`config.mk`:
```
export PLATFORM = sky130hd
export DESIGN_NAME = brace_balance_scanner_unit
export DESIGN_NICKNAME = d
export VERILOG_FILES = /design/src/rtl/bbs_pkg.sv /design/src/rtl/bbs_next.sv /design/src/rtl/brace_balance_scanner_unit.sv
export SDC_FILE = /design/constraint.sdc
export NUM_CORES = 1
export LEC_CHECK = 0
export BUFFER_PORTS_ARGS = -buffer_cell sky130_fd_sc_hd__clkbuf_2
export CORE_ASPECT_RATIO = 0.9
export CORE_MARGIN = 2
export CORE_UTILIZATION = 45
export DETAILED_ROUTE_END_ITERATION = 8
export PLACE_DENSITY = 0.71
export SYNTH_ARGS = -nofsm -noshare
export SYNTH_HDL_FRONTEND = slang
export SYNTH_SLANG_ARGS = --single-unit
```
`constraint.sdc`:
```
create_clock -name clock -period 2.98 [get_ports clock]
set_clock_uncertainty 0.1 [all_clocks]
set_input_delay 0.745 -clock clock [delete_from_list [all_inputs] [get_ports clock]]
set_output_delay 0.745 -clock clock [all_outputs]
set_load 0.02 [all_outputs]
```
`src/rtl/bbs_pkg.sv`:
```
// shared types and constants for the brace balance scanner
`default_nettype none

package bbs_pkg;

   localparam int COUNT_WIDTH   = 16;
   localparam int BALANCE_WIDTH = 16;
   localparam int CHAR_WIDTH    = 8;
   localparam int ACTION_WIDTH  = 2;
   localparam int REQ_DATA_WIDTH = 8;
   localparam int REQ_USER_WIDTH = 2;
   localparam int RSP_DATA_WIDTH = 24;

   localparam logic signed [COUNT_WIDTH-1:0] COUNT_MAX = {1'b0, {(COUNT_WIDTH-1){1'b1}}};
   localparam logic signed [COUNT_WIDTH-1:0] COUNT_MIN = {1'b1, {(COUNT_WIDTH-1){1'b0}}};

   localparam logic [CHAR_WIDTH-1:0] CH_OPEN   = 8'h7B;
   localparam logic [CHAR_WIDTH-1:0] CH_CLOSE  = 8'h7D;
   localparam logic [CHAR_WIDTH-1:0] CH_SLASH  = 8'h2F;
   localparam logic [CHAR_WIDTH-1:0] CH_STAR   = 8'h2A;
   localparam logic [CHAR_WIDTH-1:0] CH_DQUOTE = 8'h22;
   localparam logic [CHAR_WIDTH-1:0] CH_SQUOTE = 8'h27;
   localparam logic [CHAR_WIDTH-1:0] CH_BSLASH = 8'h5C;

   typedef enum logic [1:0] {
      MODE_CODE  = 2'd0,
      MODE_LINE  = 2'd1,
      MODE_BLOCK = 2'd2,
      MODE_STR   = 2'd3
   } scan_mode_type;

   typedef enum logic [ACTION_WIDTH-1:0] {
      ACT_CHAR  = 2'd0,
      ACT_EOL   = 2'd1,
      ACT_RANGE = 2'd2
   } action_type;

   typedef struct packed {
      scan_mode_type                  mode;
      logic                           pending_half;
      logic                           escape_pending;
      logic                           quote_single;
      logic signed [COUNT_WIDTH-1:0]  count;
      logic                           hit_bound;
   } scan_state_type;

   localparam scan_state_type SCAN_STATE_RESET = '{
      mode:           MODE_CODE,
      pending_half:   1'b0,
      escape_pending: 1'b0,
      quote_single:   1'b0,
      count:          '0,
      hit_bound:      1'b0
   };

endpackage

`default_nettype wire

```
`src/rtl/bbs_next.sv`:
```
// next scan state for one character, line end or range start
`default_nettype none

module bbs_next (
   input  wire bbs_pkg::scan_state_type      cur_state,
   input  wire [bbs_pkg::ACTION_WIDTH-1:0]   action,
   input  wire [bbs_pkg::CHAR_WIDTH-1:0]     char_code,
   output bbs_pkg::scan_state_type           nxt_state
);
   import bbs_pkg::*;

   logic do_code;
   logic do_inc;
   logic do_dec;

   always_comb begin
      nxt_state = cur_state;
      do_code   = 1'b0;
      do_inc    = 1'b0;
      do_dec    = 1'b0;

      unique case (action)
         ACT_CHAR: begin
            unique case (cur_state.mode)
               MODE_CODE: begin
                  if (cur_state.pending_half) begin
                     nxt_state.pending_half = 1'b0;
                     if (char_code == CH_SLASH) begin
                        nxt_state.mode = MODE_LINE;
                     end else if (char_code == CH_STAR) begin
                        nxt_state.mode = MODE_BLOCK;
                     end else begin
                        do_code = 1'b1;
                     end
                  end else begin
                     do_code = 1'b1;
                  end
               end
               MODE_LINE: begin
               end
               MODE_BLOCK: begin
                  if (cur_state.pending_half && char_code == CH_SLASH) begin
                     nxt_state.mode         = MODE_CODE;
                     nxt_state.pending_half = 1'b0;
                  end else begin
                     nxt_state.pending_half = (char_code == CH_STAR);
                  end
               end
               MODE_STR: begin
                  if (cur_state.escape_pending) begin
                     nxt_state.escape_pending = 1'b0;
                  end else if (char_code == CH_BSLASH) begin
                     nxt_state.escape_pending = 1'b1;
                  end else if (char_code == (cur_state.quote_single ? CH_SQUOTE : CH_DQUOTE)) begin
                     nxt_state.mode = MODE_CODE;
                  end
               end
               default: begin
               end
            endcase

            // ordinary code byte: slash, quote or brace
            if (do_code) begin
               priority if (char_code == CH_SLASH) begin
                  nxt_state.pending_half = 1'b1;
               end else if (char_code == CH_DQUOTE || char_code == CH_SQUOTE) begin
                  nxt_state.mode           = MODE_STR;
                  nxt_state.quote_single   = (char_code == CH_SQUOTE);
                  nxt_state.escape_pending = 1'b0;
               end else if (char_code == CH_OPEN) begin
                  do_inc = 1'b1;
               end else if (char_code == CH_CLOSE) begin
                  do_dec = 1'b1;
               end else begin
               end
            end
         end
         ACT_EOL: begin
            if (cur_state.mode != MODE_BLOCK) begin
               nxt_state.mode = MODE_CODE;
            end
            nxt_state.pending_half   = 1'b0;
            nxt_state.escape_pending = 1'b0;
         end
         ACT_RANGE: begin
            nxt_state = SCAN_STATE_RESET;
         end
         default: begin
         end
      endcase

      // saturating count, a refused step sets the bound flag
      if (do_inc) begin
         if (cur_state.count == COUNT_MAX) begin
            nxt_state.hit_bound = 1'b1;
         end else begin
            nxt_state.count = cur_state.count + COUNT_WIDTH'(1);
         end
      end
      if (do_dec) begin
         if (cur_state.count == COUNT_MIN) begin
            nxt_state.hit_bound = 1'b1;
         end else begin
            nxt_state.count = cur_state.count - COUNT_WIDTH'(1);
         end
      end
   end

endmodule

`default_nettype wire

```
`src/rtl/brace_balance_scanner_unit.sv`:
```
// brace balance scanner top level: scan state and result register
//
//   channel  | dir | handshake              | payload
//   ---------+-----+------------------------+---------------------------------------
//   req      | in  | req_tvalid/req_tready  | tdata: char_code; tuser: action
//   rsp      | out | rsp_tvalid/rsp_tready  | tdata: balance, comment_open, saturated
//
// one item per cycle unless rsp stalls: the state update is a single combinational
// step from the scan state register, and the result is written into the output
// register in the same cycle. one result per item, in the cycle after acceptance.
// a new item is taken whenever the output register is empty or is being drained.
// synchronous reset clears the scan state and the output valid.
`default_nettype none

module brace_balance_scanner_unit (
   input  wire                                  clock,
   input  wire                                  reset,
   input  wire                                  req_tvalid,
   output logic                                 req_tready,
   input  wire [bbs_pkg::REQ_DATA_WIDTH-1:0]    req_tdata,  // [7:0] char_code
   input  wire [bbs_pkg::REQ_USER_WIDTH-1:0]    req_tuser,  // [1:0] action
   output logic                                 rsp_tvalid,
   input  wire                                  rsp_tready,
   output logic [bbs_pkg::RSP_DATA_WIDTH-1:0]   rsp_tdata   // [15:0] balance, [16] comment_open,
                                                            // [17] saturated, [23:18] zero
);
   import bbs_pkg::*;

   scan_state_type              state_ff;
   scan_state_type              state_in;
   logic                        rsp_valid_ff;
   logic                        rsp_valid_in;
   logic [RSP_DATA_WIDTH-1:0]   rsp_data_ff;
   logic [RSP_DATA_WIDTH-1:0]   rsp_data_in;
   logic                        req_accept;
   logic signed [31:0]          count_ext;

   bbs_next u_next (
      .cur_state (state_ff),
      .action    (req_tuser),
      .char_code (req_tdata[CHAR_WIDTH-1:0]),
      .nxt_state (state_in)
   );

   assign req_tready = !rsp_valid_ff || rsp_tready;
   assign req_accept = req_tvalid && req_tready;

   // count shown as a 16-bit two's complement value
   assign count_ext = 32'(state_in.count);

   always_comb begin
      rsp_data_in = '0;
      rsp_data_in[BALANCE_WIDTH-1:0] = count_ext[BALANCE_WIDTH-1:0];
      rsp_data_in[BALANCE_WIDTH]     = (state_in.mode == MODE_BLOCK);
      rsp_data_in[BALANCE_WIDTH+1]   = state_in.hit_bound;
   end

   always_comb begin
      rsp_valid_in = rsp_valid_ff;
      if (req_accept) begin
         rsp_valid_in = 1'b1;
      end else if (rsp_tready) begin
         rsp_valid_in = 1'b0;
      end
   end

   always_ff @(posedge clock) begin
      if (reset) begin
         state_ff     <= SCAN_STATE_RESET;
         rsp_valid_ff <= 1'b0;
      end else begin
         rsp_valid_ff <= rsp_valid_in;
         if (req_accept) begin
            state_ff <= state_in;
         end
      end
   end

   always_ff @(posedge clock) begin
      if (req_accept) begin
         rsp_data_ff <= rsp_data_in;
      end
   end

   assign rsp_tvalid = rsp_valid_ff;
   assign rsp_tdata  = rsp_data_ff;

endmodule

`default_nettype wire
```
==> results.txt <==
The flow ran to the end, and the final reports show no timing, DRC or antenna violations. The routed design could run at a clock period as short as 2740 ps. The area after detailed placement came out at 3290 sq um. The maximum count of clock buffers along a single path is 2.

For this block, the initial DRC count from the detailed router was 233. For this run, the share of the core covered by cells in the final layout is 52.3%. The family with the most delay on the worst path is simple AND/OR/NAND/NOR gates.

The post-synthesis sequential area ratio came out at 33.8%. Using the TritonRoute via totals, the vias-per-cell ratio works out to 6.12. The logic gate share of total power came out at 16.9%. After synthesis, the share of flip-flops with an asynchronous set or reset is 0%. The number of distinct library cells after synthesis is 73.

The average instance area after synthesis came out at 8.31 sq um. The proportion of netlist area held by the largest area contributor came out at 18.3%. Counting the buffers created by CTS gives 5. The area of all placed cells without fillers is 3390 sq um. By area the synthesized netlist is led by sky130_fd_sc_hd__edfxtp_1 18%, sky130_fd_sc_hd__dfxtp_1 16%, sky130_fd_sc_hd__a21oi_1 4.4%.

Across every metal layer, demand over resource in global routing totals 24.8%. The data arrival time of the worst path is 2850 ps. In this run the power spent charging and discharging nets is 0.340 mW. The total setup buffers inserted after CTS is 0. The clock tree from TritonCTS is yes. The internal power is 0.926 mW. The first global-routing pass estimated 13,900 um of wire. The sequential share of power came out at 48.7%. The worst setup path is launched from a register. The row count is 28. The timing startpoint of the critical path is state_ff[1]. The switching part of the total power came out at 26.8%. For this design, the CTS-stage hold fixing added 0 buffers. The die is 80.9 um tall. The total routed wirelength is 8470 um. The count of boundary I/O pins is 40. Setup repair after global routing left no endpoint under its margin. Synthesis produced 356 cells. The data required time at the worst endpoint came out at 3080 ps. In the final layout, the share of cells above drive strength 1 is 20.9%. The highest clock frequency the design can meet came out at 364 MHz. Port buffering added 33 buffers.

In this run the static leakage power is 1.23 nW. The pin count of the biggest net entering global routing came out at 22. The number of nets in the layout is 414. The worst setup path is of the reg -> reg kind. The critical path goes through inv_1, ha_1, nor4bb_1, and4_1, o22ai_1, buf_4, a21oi_4, nor2_1, a311oi_1. Per report_power, the clock group accounts for 34.3% of the total.

Routability-driven placement finished with a final weighted congestion of 0.947. The setup total negative slack is 0 ps. The startpoint of the worst-slack reg-to-reg timing path is state_ff[1]. The setup check on the worst reg-to-reg path leaves a slack of 240 ps. The antenna diode instance count is 0.

The top cell type by total area after synthesis is sky130_fd_sc_hd__edfxtp_1. The worst-case vdd ir drop came out at 0.202 mV. The nature of the critical path endpoint is a register. For the pin with the worst max-slew slack, the measured transition is 612 ps. The number of iterations in the first detailed-routing pass is 6. The number of slew-limit violations in the final report was 0. The final critical path takes up 92.1% of the cycle. The clock latency of the later-clocked register in the worst-skew pair is 290 ps. The number of synthesized flops with an enable pin is 18. The min-delay analysis places its worst path in the category reg -> reg. Measured against its own limit, the worst slew margin works out to 58.9%. The number of global-route vias before repair came to 2,779. In this run, synthesis produced a sequential element count of 41.

The maximum fanout count along the critical path is 10. The clock net in this run drives a total of 41 sinks. The most used flip-flop cell after synthesis is sky130_fd_sc_hd__dfxtp_1. Setup violations remaining at the end of the flow were counted as 0. The number of remaining DRC errors is 0. The detailed router placed 2,987 vias in this run. The tree is rooted in a sky130_fd_sc_hd__clkbuf_8. The yosys synthesis warning count is 0. For this configuration, the core starts out at a cell density of 45.6%. The final hold violation count is 0.

The H-tree was split into 2 levels. The count of nets left with antenna violations after detail routing is 0. The half-perimeter wire length after placement is 6200 um. The number of antenna violations at the first check in global routing is 0. The synthesis-to-layout area growth came out at 14.7%. The clock edge transition at the registers on the reported setup and hold paths came out at 80 ps. Dividing total power by cell area gives a power density of 373 nW/um^2. Counting both buffers and inverters, the worst setup path holds a total of 2. After detailed routing, the average wire length per cell comes to 17.3 um. The total area inside the core boundary comes to 6480 sq um. The horizontal die dimension came out at 89.5 um. For this run the aggregate overflow at the end of global routing stands at 0.

In this run the most critical hold path is launched from state_ff[0]. The largest stage delay on the critical path is 390 ps. The die footprint is 7240 sq um.

Post-CTS repair changed the size of 0 cells. The number of max-cap violations is 0. The post-synthesis instance area is 2960 sq um.

The highest-delay cell along the critical path is sky130_fd_sc_hd__and4_1.
kinds of logic (layout without fill, tap and decap cells):
group | Yosys count | after routing | synth area share, %
simple gates | 148 | 148 | 28.6
compound gates | 111 | 111 | 25.4
flops | 41 | 41 | 33.8
buf+inv | 41 | 78 | 7.49
xor+xnor | 10 | 10 | 2.96
fa+ha+maj | 3 | 3 | 1.27
other cells | 1 | 6 | 0.127
mux | 1 | 1 | 0.338
flip-flops by register name, indices dropped and copies added (netlist names):
| signal | cells |
|---|---|
| rsp_tdata | 18 |
| state_ff | 22 |
| rsp_tvalid | 1 |
power groups by stage:
stage | Clock (mW) | Combinational (mW) | Sequential (mW)
after CTS | 0.448 | 0.212 | 0.616
after global routing | 0.467 | 0.235 | 0.620
after floorplan | 0 | 0.127 | 0.644
after global placement | 0 | 0.210 | 0.629
after detailed placement | 0 | 0.211 | 0.629
final | 0.435 | 0.214 | 0.617
metrics by stage:
stage,hold slack (ps),power (mW),instances,setup WS (ps)
after global routing,434,1.32,488,94.8
final,408,1.27,488,236
after detailed placement,397,0.841,480,73.0
after global placement,385,0.839,480,131
after floorplan,372,0.771,361,421
after CTS,407,1.28,488,340
layout by cell type, fill, tap and decap left out, types with 3 or more instances in the layout:
| cell type | count |
|---|---|
| sky130_fd_sc_hd__a2bb2oi_1 | 3 |
| sky130_fd_sc_hd__nor3_1 | 15 |
| sky130_fd_sc_hd__nand3b_1 | 4 |
| sky130_fd_sc_hd__o22ai_1 | 5 |
| sky130_fd_sc_hd__o211ai_1 | 3 |
| sky130_fd_sc_hd__nor4_1 | 6 |
| sky130_fd_sc_hd__buf_4 | 26 |
| sky130_fd_sc_hd__a21oi_1 | 26 |
| sky130_fd_sc_hd__clkbuf_2 | 33 |
| sky130_fd_sc_hd__xnor2_1 | 8 |
| sky130_fd_sc_hd__a221o_1 | 3 |
| sky130_fd_sc_hd__and2_1 | 3 |
| sky130_fd_sc_hd__nand3_1 | 13 |
| sky130_fd_sc_hd__ha_1 | 3 |
| sky130_fd_sc_hd__inv_1 | 10 |
| sky130_fd_sc_hd__edfxtp_1 | 18 |
| sky130_fd_sc_hd__dfxtp_1 | 23 |
| sky130_fd_sc_hd__a22oi_1 | 5 |
| sky130_fd_sc_hd__nand2_1 | 29 |
| sky130_fd_sc_hd__clkbuf_8 | 5 |
| sky130_fd_sc_hd__o32ai_1 | 5 |
| sky130_fd_sc_hd__a211oi_1 | 3 |
| sky130_fd_sc_hd__nor3b_1 | 4 |
| sky130_fd_sc_hd__a31oi_1 | 7 |
| sky130_fd_sc_hd__or4_1 | 3 |
| sky130_fd_sc_hd__o21ai_0 | 26 |
| sky130_fd_sc_hd__nor2_1 | 33 |
| sky130_fd_sc_hd__conb_1 | 6 |
| sky130_fd_sc_hd__nand4_1 | 7 |
| sky130_fd_sc_hd__nand2b_1 | 5 |
worst min-delay path: cells and delay by family, from the launching register on:
kind          cells  cell delay [ps]
simple gates      2              150
flops             1              320
final cells by class:
cell class / instances / area (sq um)
repair buffers: 60 / 380
fillers: 632 / 3090
multi-input cells: 279 / 1750
flip-flops and latches: 41 / 1000
inverters: 10 / 37.5
clock buffers: 6 / 72.6
well taps: 90 / 113
clock inverters: 2 / 33.8
cell usage after synthesis (6+ instances only):
cell                       instances
sky130_fd_sc_hd__a21oi_1          26
sky130_fd_sc_hd__a31oi_1           7
sky130_fd_sc_hd__buf_2             6
sky130_fd_sc_hd__buf_4            10
sky130_fd_sc_hd__clkbuf_1         11
sky130_fd_sc_hd__dfxtp_1          23
sky130_fd_sc_hd__edfxtp_1         18
sky130_fd_sc_hd__inv_1            10
sky130_fd_sc_hd__nand2_1          29
sky130_fd_sc_hd__nand3_1          13
sky130_fd_sc_hd__nand4_1           7
sky130_fd_sc_hd__nor2_1           33
sky130_fd_sc_hd__nor3_1           15
sky130_fd_sc_hd__nor4_1            6
sky130_fd_sc_hd__o21ai_0          26
sky130_fd_sc_hd__xnor2_1           8
routing by layer:
metal / track usage, % / routed length, um
met5: 0 / 0
met4: 7.76 / 138
met3: 4.78 / 623
met2: 38.5 / 3880
met1: 34.6 / 3830
final timing paths:
check | cells after the start | to
worst max-delay path | 9 | state_ff[11]
worst max register to register | 9 | state_ff[11]
worst min-delay path | 2 | state_ff[0]
worst min register to register | 2 | state_ff[0]
Power figures use the tool's default switching activity.
